## src/ptagd_pkg.sv

```systemverilog
// ----------------------------------------------------------------------------
// ptagd_pkg: shared types and constants of the priority task agenda
// control link between neighboring cells, state codes and register map
// ----------------------------------------------------------------------------
package ptagd_pkg;

    // field widths of one word, the limit register and the apb port
    localparam int PRI_W     = 16;
    localparam int OUT_HW    = 16;
    localparam int LIMIT_W   = 5;
    localparam int DATA_W    = PRI_W + 2 * OUT_HW;
    localparam int APB_AW    = 3;
    localparam int APB_DW    = 32;

    // register map
    localparam logic [LIMIT_W-1:0] CAP_LIMIT_RESET = 5'd16;
    localparam logic               REG_CAP_LIMIT   = 1'b0;

    // request kinds carried in s_tuser
    localparam logic REQ_REGISTER = 1'b0;
    localparam logic REQ_EXECUTE  = 1'b1;

    // status a cell hands to its right neighbor
    typedef struct packed {
        logic valid;   // cell holds an entry
        logic keep;    // entry stays in place on insert (priority >= new)
    } t_cell_link;

    typedef enum logic {
        ST_IDLE,
        ST_EMIT
    } t_state;

endpackage

```

## src/ptagd_cell.sv

```systemverilog
// ----------------------------------------------------------------------------
// ptagd_cell: one slot of the sorted task chain
// keeps its entry, takes the new entry, or takes its left neighbor's entry
// ----------------------------------------------------------------------------
module ptagd_cell #(
    parameter int HW = 16
) (
    input  logic                         i_clk,
    input  logic                         i_rst_n,
    input  logic                         i_ins,
    input  logic signed [15:0]           i_new_pri,
    input  logic [HW-1:0]                i_new_task,
    input  logic [HW-1:0]                i_new_act,
    input  ptagd_pkg::t_cell_link        i_prev,
    input  logic signed [15:0]           i_prev_pri,
    input  logic [HW-1:0]                i_prev_task,
    input  logic [HW-1:0]                i_prev_act,
    output ptagd_pkg::t_cell_link        o_link,
    output logic signed [15:0]           o_pri,
    output logic [HW-1:0]                o_task,
    output logic [HW-1:0]                o_act
);
    import ptagd_pkg::*;

    logic                r_valid;
    logic signed [15:0]  r_pri;
    logic [HW-1:0]       r_task;
    logic [HW-1:0]       r_act;
    logic                w_keep;

    // equal priorities stay ahead of the newcomer, which keeps order stable
    assign w_keep = r_valid && (r_pri >= i_new_pri);

    // valid bit
    always_ff @(posedge i_clk) begin
        if (!i_rst_n) begin
            r_valid <= 1'b0;
        end else if (i_ins && !w_keep) begin
            r_valid <= r_valid | i_prev.valid | i_prev.keep;
        end
    end

    // entry payload
    always_ff @(posedge i_clk) begin
        if (i_ins && !w_keep) begin
            if (i_prev.keep) begin
                r_pri  <= i_new_pri;
                r_task <= i_new_task;
                r_act  <= i_new_act;
            end else begin
                r_pri  <= i_prev_pri;
                r_task <= i_prev_task;
                r_act  <= i_prev_act;
            end
        end
    end

    assign o_link.valid = r_valid;
    assign o_link.keep  = w_keep;
    assign o_pri        = r_pri;
    assign o_task       = r_task;
    assign o_act        = r_act;

endmodule

```

## src/priority_task_agenda_core.sv

```systemverilog
// ----------------------------------------------------------------------------
// priority_task_agenda_core: task table emitted by descending priority
// a chain of cells keeps the entries sorted as they register; an execute
// walks the chain and sends every entry out, flagging the last one
// ----------------------------------------------------------------------------
//  channel   dir   handshake          payload
//  s_*       in    s_tvalid/s_tready  tuser: kind (0 register, 1 execute);
//                                     tdata: priority, task, action
//  m_*       out   m_tvalid/m_tready  tdata: priority, task, action; tlast
//  apb       in    psel/penable       capacity_limit at byte address 0
//
//  for a register word the chain inserts it in place in parallel
//  an execute of n entries takes n output words, one per cycle when m_tready
//  stays high; the first word is registered on the execute; s_tready is low meanwhile
//  reset clears the cell valid bits and the count at once, no clearing pass
//  an output stall holds the current word and the whole block
// ----------------------------------------------------------------------------
module priority_task_agenda_core #(
    parameter int CAPACITY     = 16,
    parameter int HANDLE_WIDTH = 16
) (
    input  logic                          i_clk,
    input  logic                          i_rst_n,
    // input stream
    input  logic                          s_tvalid,
    output logic                          s_tready,
    input  logic [ptagd_pkg::DATA_W-1:0]  s_tdata,   // priority, task, action
    input  logic                          s_tuser,   // kind
    // output stream
    output logic                          m_tvalid,
    input  logic                          m_tready,
    output logic [ptagd_pkg::DATA_W-1:0]  m_tdata,   // priority, task, action
    output logic                          m_tlast,
    // configuration
    input  logic                          psel,
    input  logic                          penable,
    input  logic                          pwrite,
    input  logic [ptagd_pkg::APB_AW-1:0]  paddr,
    input  logic [ptagd_pkg::APB_DW-1:0]  pwdata,
    output logic [ptagd_pkg::APB_DW-1:0]  prdata,
    output logic                          pready
);
    import ptagd_pkg::*;

    localparam int KW    = (HANDLE_WIDTH < OUT_HW) ? HANDLE_WIDTH : OUT_HW;
    localparam int CNT_W = $clog2(CAPACITY + 1);
    localparam int IDX_W = (CAPACITY > 1) ? $clog2(CAPACITY) : 1;
    localparam int CMP_W = (CNT_W > LIMIT_W) ? CNT_W : LIMIT_W;

    t_state               r_state, n_state;
    logic [CNT_W-1:0]     r_count;
    logic [LIMIT_W-1:0]   r_cap_limit;
    logic [IDX_W-1:0]     r_idx, n_idx;
    logic                 r_mvalid, n_mvalid;
    logic [DATA_W-1:0]    r_mdata, n_mdata;
    logic                 r_mlast, n_mlast;

    logic                 w_s_acc, w_m_acc, w_ins, w_room, w_load;
    logic signed [15:0]   w_new_pri;
    logic [KW-1:0]        w_new_task, w_new_act;
    logic [IDX_W-1:0]     w_sel;

    t_cell_link           w_link [CAPACITY];
    logic signed [15:0]   w_pri  [CAPACITY];
    logic [KW-1:0]        w_task [CAPACITY];
    logic [KW-1:0]        w_act  [CAPACITY];
    logic [CAPACITY-1:0]  w_valid_vec;

    // configuration port
    assign pready = 1'b1;

    always_ff @(posedge i_clk) begin
        if (!i_rst_n) begin
            r_cap_limit <= CAP_LIMIT_RESET;
        end else if (psel && penable && pwrite && (paddr[2] == REG_CAP_LIMIT)) begin
            r_cap_limit <= pwdata[LIMIT_W-1:0];
        end
    end

    assign prdata = (paddr[2] == REG_CAP_LIMIT) ? APB_DW'(r_cap_limit) : '0;

    // input decode
    assign s_tready   = (r_state == ST_IDLE);
    assign w_s_acc    = s_tvalid && s_tready;
    assign w_m_acc    = r_mvalid && m_tready;
    assign w_new_pri  = s_tdata[PRI_W-1:0];
    assign w_new_task = s_tdata[PRI_W +: KW];
    assign w_new_act  = s_tdata[PRI_W + OUT_HW +: KW];
    assign w_room     = (CMP_W'(r_count) < CMP_W'(r_cap_limit)) &&
                        (CMP_W'(r_count) < CMP_W'(CAPACITY));
    assign w_ins      = w_s_acc && (s_tuser == REQ_REGISTER) && w_room;

    // entry count
    always_ff @(posedge i_clk) begin
        if (!i_rst_n) begin
            r_count <= '0;
        end else if (w_ins) begin
            r_count <= r_count + CNT_W'(1);
        end
    end

    // chain of cells
    for (genvar g = 0; g < CAPACITY; g++) begin : g_cell
        t_cell_link          w_prev;
        logic signed [15:0]  w_prev_pri;
        logic [KW-1:0]       w_prev_task, w_prev_act;

        if (g == 0) begin : g_head
            assign w_prev      = '{valid: 1'b0, keep: 1'b1};
            assign w_prev_pri  = '0;
            assign w_prev_task = '0;
            assign w_prev_act  = '0;
        end else begin : g_body
            assign w_prev      = w_link[g-1];
            assign w_prev_pri  = w_pri[g-1];
            assign w_prev_task = w_task[g-1];
            assign w_prev_act  = w_act[g-1];
        end

        ptagd_cell #(
            .HW (KW)
        ) u_cell (
            .i_clk       (i_clk),
            .i_rst_n     (i_rst_n),
            .i_ins       (w_ins),
            .i_new_pri   (w_new_pri),
            .i_new_task  (w_new_task),
            .i_new_act   (w_new_act),
            .i_prev      (w_prev),
            .i_prev_pri  (w_prev_pri),
            .i_prev_task (w_prev_task),
            .i_prev_act  (w_prev_act),
            .o_link      (w_link[g]),
            .o_pri       (w_pri[g]),
            .o_task      (w_task[g]),
            .o_act       (w_act[g])
        );

        assign w_valid_vec[g] = w_link[g].valid;
    end

    // emit sequencer state
    always_ff @(posedge i_clk) begin
        if (!i_rst_n) begin
            r_state  <= ST_IDLE;
            r_mvalid <= 1'b0;
            r_idx    <= '0;
        end else begin
            r_state  <= n_state;
            r_mvalid <= n_mvalid;
            r_idx    <= n_idx;
        end
    end

    always_ff @(posedge i_clk) begin
        if (w_load) begin
            r_mdata <= n_mdata;
            r_mlast <= n_mlast;
        end
    end

    // next state, read select and output word
    always_comb begin
        n_state  = r_state;
        n_mvalid = r_mvalid;
        n_idx    = r_idx;
        w_load   = 1'b0;
        w_sel    = '0;
        unique case (r_state)
            ST_IDLE: begin
                if (w_s_acc && (s_tuser == REQ_EXECUTE) && (r_count != '0)) begin
                    n_state  = ST_EMIT;
                    n_mvalid = 1'b1;
                    n_idx    = '0;
                    w_load   = 1'b1;
                end
            end
            ST_EMIT: begin
                if (w_m_acc) begin
                    if (r_mlast) begin
                        n_state  = ST_IDLE;
                        n_mvalid = 1'b0;
                    end else begin
                        w_sel  = r_idx + IDX_W'(1);
                        n_idx  = w_sel;
                        w_load = 1'b1;
                    end
                end
            end
            default: begin
                n_state = ST_IDLE;
            end
        endcase
        n_mdata = {OUT_HW'(w_act[w_sel]), OUT_HW'(w_task[w_sel]), w_pri[w_sel]};
        n_mlast = ((CNT_W + 1)'(w_sel) + (CNT_W + 1)'(1)) == (CNT_W + 1)'(r_count);
    end

    assign m_tvalid = r_mvalid;
    assign m_tdata  = r_mdata;
    assign m_tlast  = r_mlast;

    // checks
    a_count_bound: assert property (@(posedge i_clk) disable iff (!i_rst_n)
        CMP_W'(r_count) <= CMP_W'(CAPACITY))
        else $error("entry count above capacity");

    a_valid_match: assert property (@(posedge i_clk) disable iff (!i_rst_n)
        $countones(w_valid_vec) == int'(r_count))
        else $error("cell valid bits disagree with entry count");

    a_exec_start: assert property (@(posedge i_clk) disable iff (!i_rst_n)
        (w_s_acc && (s_tuser == REQ_EXECUTE) && (r_count != '0)) |=>
            (m_tvalid && (r_idx == '0)))
        else $error("execute did not start emitting from the head");

    a_single_flow: assert property (@(posedge i_clk) disable iff (!i_rst_n)
        m_tvalid |-> !s_tready)
        else $error("input accepted while an execute run is in flight");

endmodule

```

## config.mk

```make
export PLATFORM = sky130hd
export DESIGN_NAME = priority_task_agenda_core
export DESIGN_NICKNAME = d
export VERILOG_FILES = /design/src/ptagd_pkg.sv /design/src/ptagd_cell.sv /design/src/priority_task_agenda_core.sv
export SDC_FILE = /design/constraint.sdc
export NUM_CORES = 2
export LEC_CHECK = 0
export ABC_AREA = 1
export BUFFER_PORTS_ARGS = -buffer_cell sky130_fd_sc_hd__buf_2
export CAP_MARGIN = 5
export CORE_UTILIZATION = 57
export DETAILED_ROUTE_END_ITERATION = 6
export GPL_TIMING_DRIVEN = 0
export PLACE_DENSITY = 0.82
export SKIP_LAST_GASP = 1
export SLEW_MARGIN = 15
export SYNTH_ARGS = -nofsm -noshare
export SYNTH_HDL_FRONTEND = slang
export SYNTH_SLANG_ARGS = --single-unit
```

## constraint.sdc

```tcl
create_clock -name i_clk -period 6.1 [get_ports i_clk]
set_input_delay 1.22 -clock i_clk [delete_from_list [all_inputs] [get_ports i_clk]]
set_output_delay 1.22 -clock i_clk [all_outputs]
set_load 0.005 [all_outputs]
```

* Yosys cells after proc, flatten, opt, wreduce, memory -nomap -nowiden
Index checks and enable logic that the tools add are counted.
** Storage, ports and cells
- Word-level logic and storage cells :: 265
- Output and inout port bits :: 84
- Bits in registers :: 849
- Input port bits :: 91
** Cells by class
- Order comparisons :: 19
- Reductions and logical operators :: 61
- Bitwise logic cells :: 34
- Muxes and demuxes :: 72
- $add $sub $neg :: 3
- Eq/ne operators :: 5
** Operators with widths (number)
- $mux W16 :: 51
- $ge A16 B16 Y1 :: 16
- $bmux W16 S4 :: 3
- $logic_and A1 B1 Y1 :: 42
- $or A1 B1 Y1 :: 30
- $mux W4 :: 6
- $logic_not A1 Y1 :: 16
- $pmux W4 S2 :: 1
- $mux W1 :: 7
- $ne A2 B1 Y1 const B :: 3
- $pmux W1 S2 :: 3
- $reduce_and A3 Y1 :: 2
- $add A4 B1 Y5 const B :: 1
- $add A5 B1 Y5 const B :: 1
- $eq A5 B5 Y1 :: 1
- $ge A5 B5 Y1 const B :: 1
- $lt A5 B5 Y1 :: 1
- $lt A5 B5 Y1 const B :: 1
- $mux W5 :: 1
- $not A4 Y5 :: 1
- $reduce_bool A5 Y1 :: 1
- $add A4 B1 Y4 const B :: 1
- $not A1 Y1 :: 3
- $ne A2 B2 Y1 const B :: 1

* Longest topological paths before layout
- Word-level depth :: 8
- Gate-level depth with buffers :: 19

* Cells and area by module
A second synthesis with hierarchy kept.
** Unflattened totals
- Cells, all modules :: 5934
- Area, all modules :: 53998.0 um2
** By module, submodules not included
- ptagd_cell :: instances 16, sequential area each 1461.4 um2, cells an instance 209, area each 2549.9 um2
- priority_task_agenda_core :: instances 1, sequential area each 1791.7 um2, cells an instance 2590, area each 13198.9 um2

* Worst setup path before layout
OpenSTA, ideal clock, no wires.
- Path type :: input -> register
- Start :: in s_tdata[15] in the netlist's numbering
- End :: reg g_cell[7].u_cell.r_act[0], enable pin
- Arrival :: 5583 ps
- Library setup time :: 469 ps
- Path buffers :: 3
- Required time :: 5631 ps
- Cell stages on the path :: 13
- Slack :: 47 ps
- Path through :: clkbuf_1 clkbuf_1 inv_1 ha_1 nand2_1 nor2_2 nand2_1 nor2_2 nand2_1 nand4_1 nand3_2 buf_2 a21oi_1
** Between the ends
- Longest elaborated chain between the ends :: 4
** RTL lines
- start, declared :: line priority_task_agenda_core.sv:27 : input logic [ptagd_pkg::DATA_W-1:0] s_tdata,
- $ge A16 B16 Y1 :: line ptagd_cell.sv:32 : assign w_keep = r_valid && (r_pri >= i_new_pri);
- $logic_and A1 B1 Y1 :: line ptagd_cell.sv:32
- $logic_not A1 Y1 :: line ptagd_cell.sv:45 : if (i_ins && !w_keep) begin
- $logic_and A1 B1 Y1 :: line ptagd_cell.sv:45
- end signal, assigned :: line ptagd_cell.sv:49 : r_act <= i_new_act;
- end signal, assigned :: line ptagd_cell.sv:53 : r_act <= i_prev_act;
- end, declared :: line ptagd_cell.sv:28 : logic [HW-1:0] r_act;
No other way between the ends.
A chain may end at the register's enable or synchronous reset.

* Worst setup path in the final report
- Start :: in s_tdata[15] in the netlist's numbering
- End :: reg g_cell[5].u_cell.r_pri[9], enable pin
** Between the ends
- Longest elaborated chain between the ends :: 4
** RTL lines
- $ge A16 B16 Y1 :: line ptagd_cell.sv:32
- $logic_and A1 B1 Y1 :: line ptagd_cell.sv:32
- $logic_not A1 Y1 :: line ptagd_cell.sv:45
- $logic_and A1 B1 Y1 :: line ptagd_cell.sv:45
- end signal, assigned :: line ptagd_cell.sv:47 : r_pri <= i_new_pri;
- end signal, assigned :: line ptagd_cell.sv:51 : r_pri <= i_prev_pri;
- end, declared :: line ptagd_cell.sv:26 : logic signed [15:0] r_pri;
No other way between the ends.

==> results.md <==
- Crit-path max cell delay: 840 ps
- Root Buffer: clkbuf_16
- Syn Area/Cell: 8.86 um2
- Post-route setup slack: 143 ps
- Clock Pin Slew Worst Setup and Hold Paths: 60 ps
- Total of max-cap violations: 0
- Post-DP HPWL: 128 mm
- Most Crowded Layer GR: met2
- Slew Limit Fails: 0
- Fmax: 168 MHz
- Total power: 14.3 mW
- Global-route wire length before repair: 240 mm
- WL/cell: 22.7 um
- Util after Layout: 0.644
- RSZ-0062 raised after global routing: false
- Total wire length: 163 mm
- Design Area, Final: 56000 um2
- Port bufs: 117
- Layout Cells excl Fill: 7149
- Antenna violations before repair: 5
- CTS Buf Count: 91
- Post-Syn Area: 50200 um2
- DR iter-0 viols: 6260
- Grt met2 use: 0.569
- Cell Chain, Critical Path: buf_2 -> clkbuf_1 -> clkbuf_1 -> inv_1 -> ha_1 -> nand2_1 -> nor2_1 -> nand2_1 -> nor2_1 -> nand2_1 -> nand4_1 -> nand3_2 -> buf_2 -> a21oi_4 -> buf_16
- # setup viols final: 0
- Hold buffers post-CTS: 0
- Unique masters post-synth: 36
- Tot GR Track Use: 0.358
- Synth async-reset ratio: 0
- EDFF count, synth: 817
- Grt met3 use: 0.0775
- Worst setup EP type: flop
- PwrDens: 255 nW/um2
- Synth area leaders: edfxtp_1 (49%), nand2_1 (13%), nand3_1 (10%)
- Max IR drop VDD: 0.268 mV
- Critical path type: in -> reg
- H-Tree Depth: 3
- Place WS: -226 ps
- Most used cell, CP: nand2_1
- RR Startpoint: g_cell[5].u_cell.o_pri[15]
- Clock latency on the worst-skew pair: 690 ps
- Post-synth top area share: 0.489
- Maximum buffer depth of the clock tree: 3
- Placed cells: 6977
- Outcome: finished, violations left
- CP startpoint kind: input port
- Crit path DAT: 6340 ps
- Hold_ws: 474 ps
- CTS tree: done
- Met1 Use GR: 0.471
- Final TNS setup: 0 ps
- Slew HR: 0.150
- Setup crit end: g_cell[5].u_cell.o_pri[9]
- Detail Route Antenna Nets: 0
- RR Endpoint: g_cell[5].u_cell.o_pri[9]
- Min Tclk post-route: 5960 ps
- Final Cycle Share: 0.976
- #FFs+latches synth: 849
- Area growth, synth to finish: 11.7%
- Area of placed instances: 53000 um2
- Failing checks: design-rule violations
- Final hold vios: 0
- # rows: 108
- Core box area: 87000 um2
- Vias: 44132
- Crit path max fanout: 25
- Top_reg_cell synth: edfxtp_1
- Worst Hold Class: reg -> reg
- Filler Cell Count: 7068
- Setup Skew: 30.6 ps
- Final GP Congestion: 1.00
- Vias/cell: 6.17
- Largest net degree at the start of global routing: 50
- Ports: 175
- Cts repair resizes: 0
- Reg2Reg Depth: 11
- Footprint of the multi-input gates: 22000 um2
- Synth warnings: 0
- Ratio of cells with drive above 1 in the final layout: 0.107
- CP startpoint: s_tdata[15]
- Clock sink count: 849
- Number of setup buffers added after CTS: 0
- Die Y: 299 um
- Register area share after synthesis: 0.502
- Remaining DRCs: 1
- Slew @ Worst Pin: 1270 ps
- Die X: 299 um
- Worst Hold Depth: 2
- Remaining Overflow, GRT: 0
- Commonest cells in the synthesized netlist: nand2_1 (1786), nand3_1 (1048), edfxtp_1 (817)
- Register Area: 25200 um2
- Nets: 6270
- Cell accounting for the most synthesized area: edfxtp_1
- Crit path required time: 6480 ps
- Starting Density: 0.576
- Cell at the slowest stage of the critical path: clkbuf_1
- Total iterations of the first detailed-routing run: 7
- Cells after Synth: 5661
- Reg-to-reg slack, setup: 2560 ps
- Pleak: 23.6 nW
- Die ar.: 89200 um2
- Vias in the first global route: 41011
- Most numerous cell in the Yosys netlist: nand2_1
## per-layer routing
metal	routed length (um)	up-vias
met5	42	-
met4	7560	4
met3	21600	435
met2	72900	3059
met1	60400	20320
li1	-	20314
## worst max-delay path, delay by kind of cell
family	cells	cell delay (ps)
AO/OA/AOI/OAI	1	700
buffers and inverters	6	2650
adder cells (fa/ha/maj)	1	600
AND/OR/NAND/NOR	7	1120
## report_power, final
group	internal, mW	leakage [nW]	total, mW	switching, mW
Combinational	0.508	14.3	1.62	1.11
Sequential	6.74	7.88	6.91	0.171
Clock	3.32	1.47	5.77	2.45
## cell families after synthesis
| logic type | after synthesis | synth area share |
|---|---|---|
| AND/OR/NAND/NOR | 3285 | 0.287 |
| flip-flops | 849 | 0.502 |
| other | 2 | 0.000150 |
| buffers and inverters | 668 | 0.0643 |
| XOR/XNOR | 4 | 0.000698 |
| AO/OA/AOI/OAI | 589 | 0.0805 |
| adder cells (fa/ha/maj) | 264 | 0.0658 |
## layout make-up
cell class,count,share of cell area
Tap cell,1155,0.0258
Antenna cell,3,0.000134
Sequential cell,849,0.449
Multi-Input combinational cell,4170,0.393
Buffer,493,0.0459
Timing Repair Buffer,135,0.0190
Clock buffer,112,0.0428
Clock inverter,57,0.0118
Inverter,175,0.0118
## sequential cells by signal, indices dropped and copies added, names as in the netlist
signal                 count
r_cap_limit                5
m_tdata                   48
m_tlast                    1
g_cell.u_cell.r_valid     16
r_idx                      4
r_state                    1
r_count                    5
g_cell.u_cell.o_task     256
g_cell.u_cell.o_act      256
m_tvalid                   1
g_cell.u_cell.o_pri      256
## how the worst min path moves through the flow
stage | start | to
after floorplan | g_cell[15].u_cell.r_valid | g_cell[15].u_cell.r_valid
after global placement | g_cell[15].u_cell.r_valid | g_cell[15].u_cell.r_valid
after detailed placement | r_idx[3] | r_idx[3]
after CTS | r_idx[3] | r_idx[3]
after global routing | r_idx[3] | r_idx[3]
final | r_state | r_state
## cell usage in the layout (no fill, tap or decap), types with 6 or more instances in the layout
master and n:
nand3_2 14, nor3_1 7, or2_1 21, clkbuf_1 255, a21oi_4 16, or2_0 78
clkbuf_16 93, inv_1 166, o211ai_1 193, a21oi_1 133, clkinv_2 9, buf_6 43
o221ai_1 144, buf_4 62, clkinv_1 26, conb_1 28, a21o_1 6, edfxtp_1 817
nand4_1 40, buf_1 22, nor2_2 9, ha_1 264, or2_2 89, nand2_1 1786
nor2_1 181, buf_16 16, nand3_1 1048, dfxtp_1 32, buf_2 245, o21bai_1 19
bufinv_16 12, o21ai_0 77, inv_2 7
(Power assumes the default switching activity.)
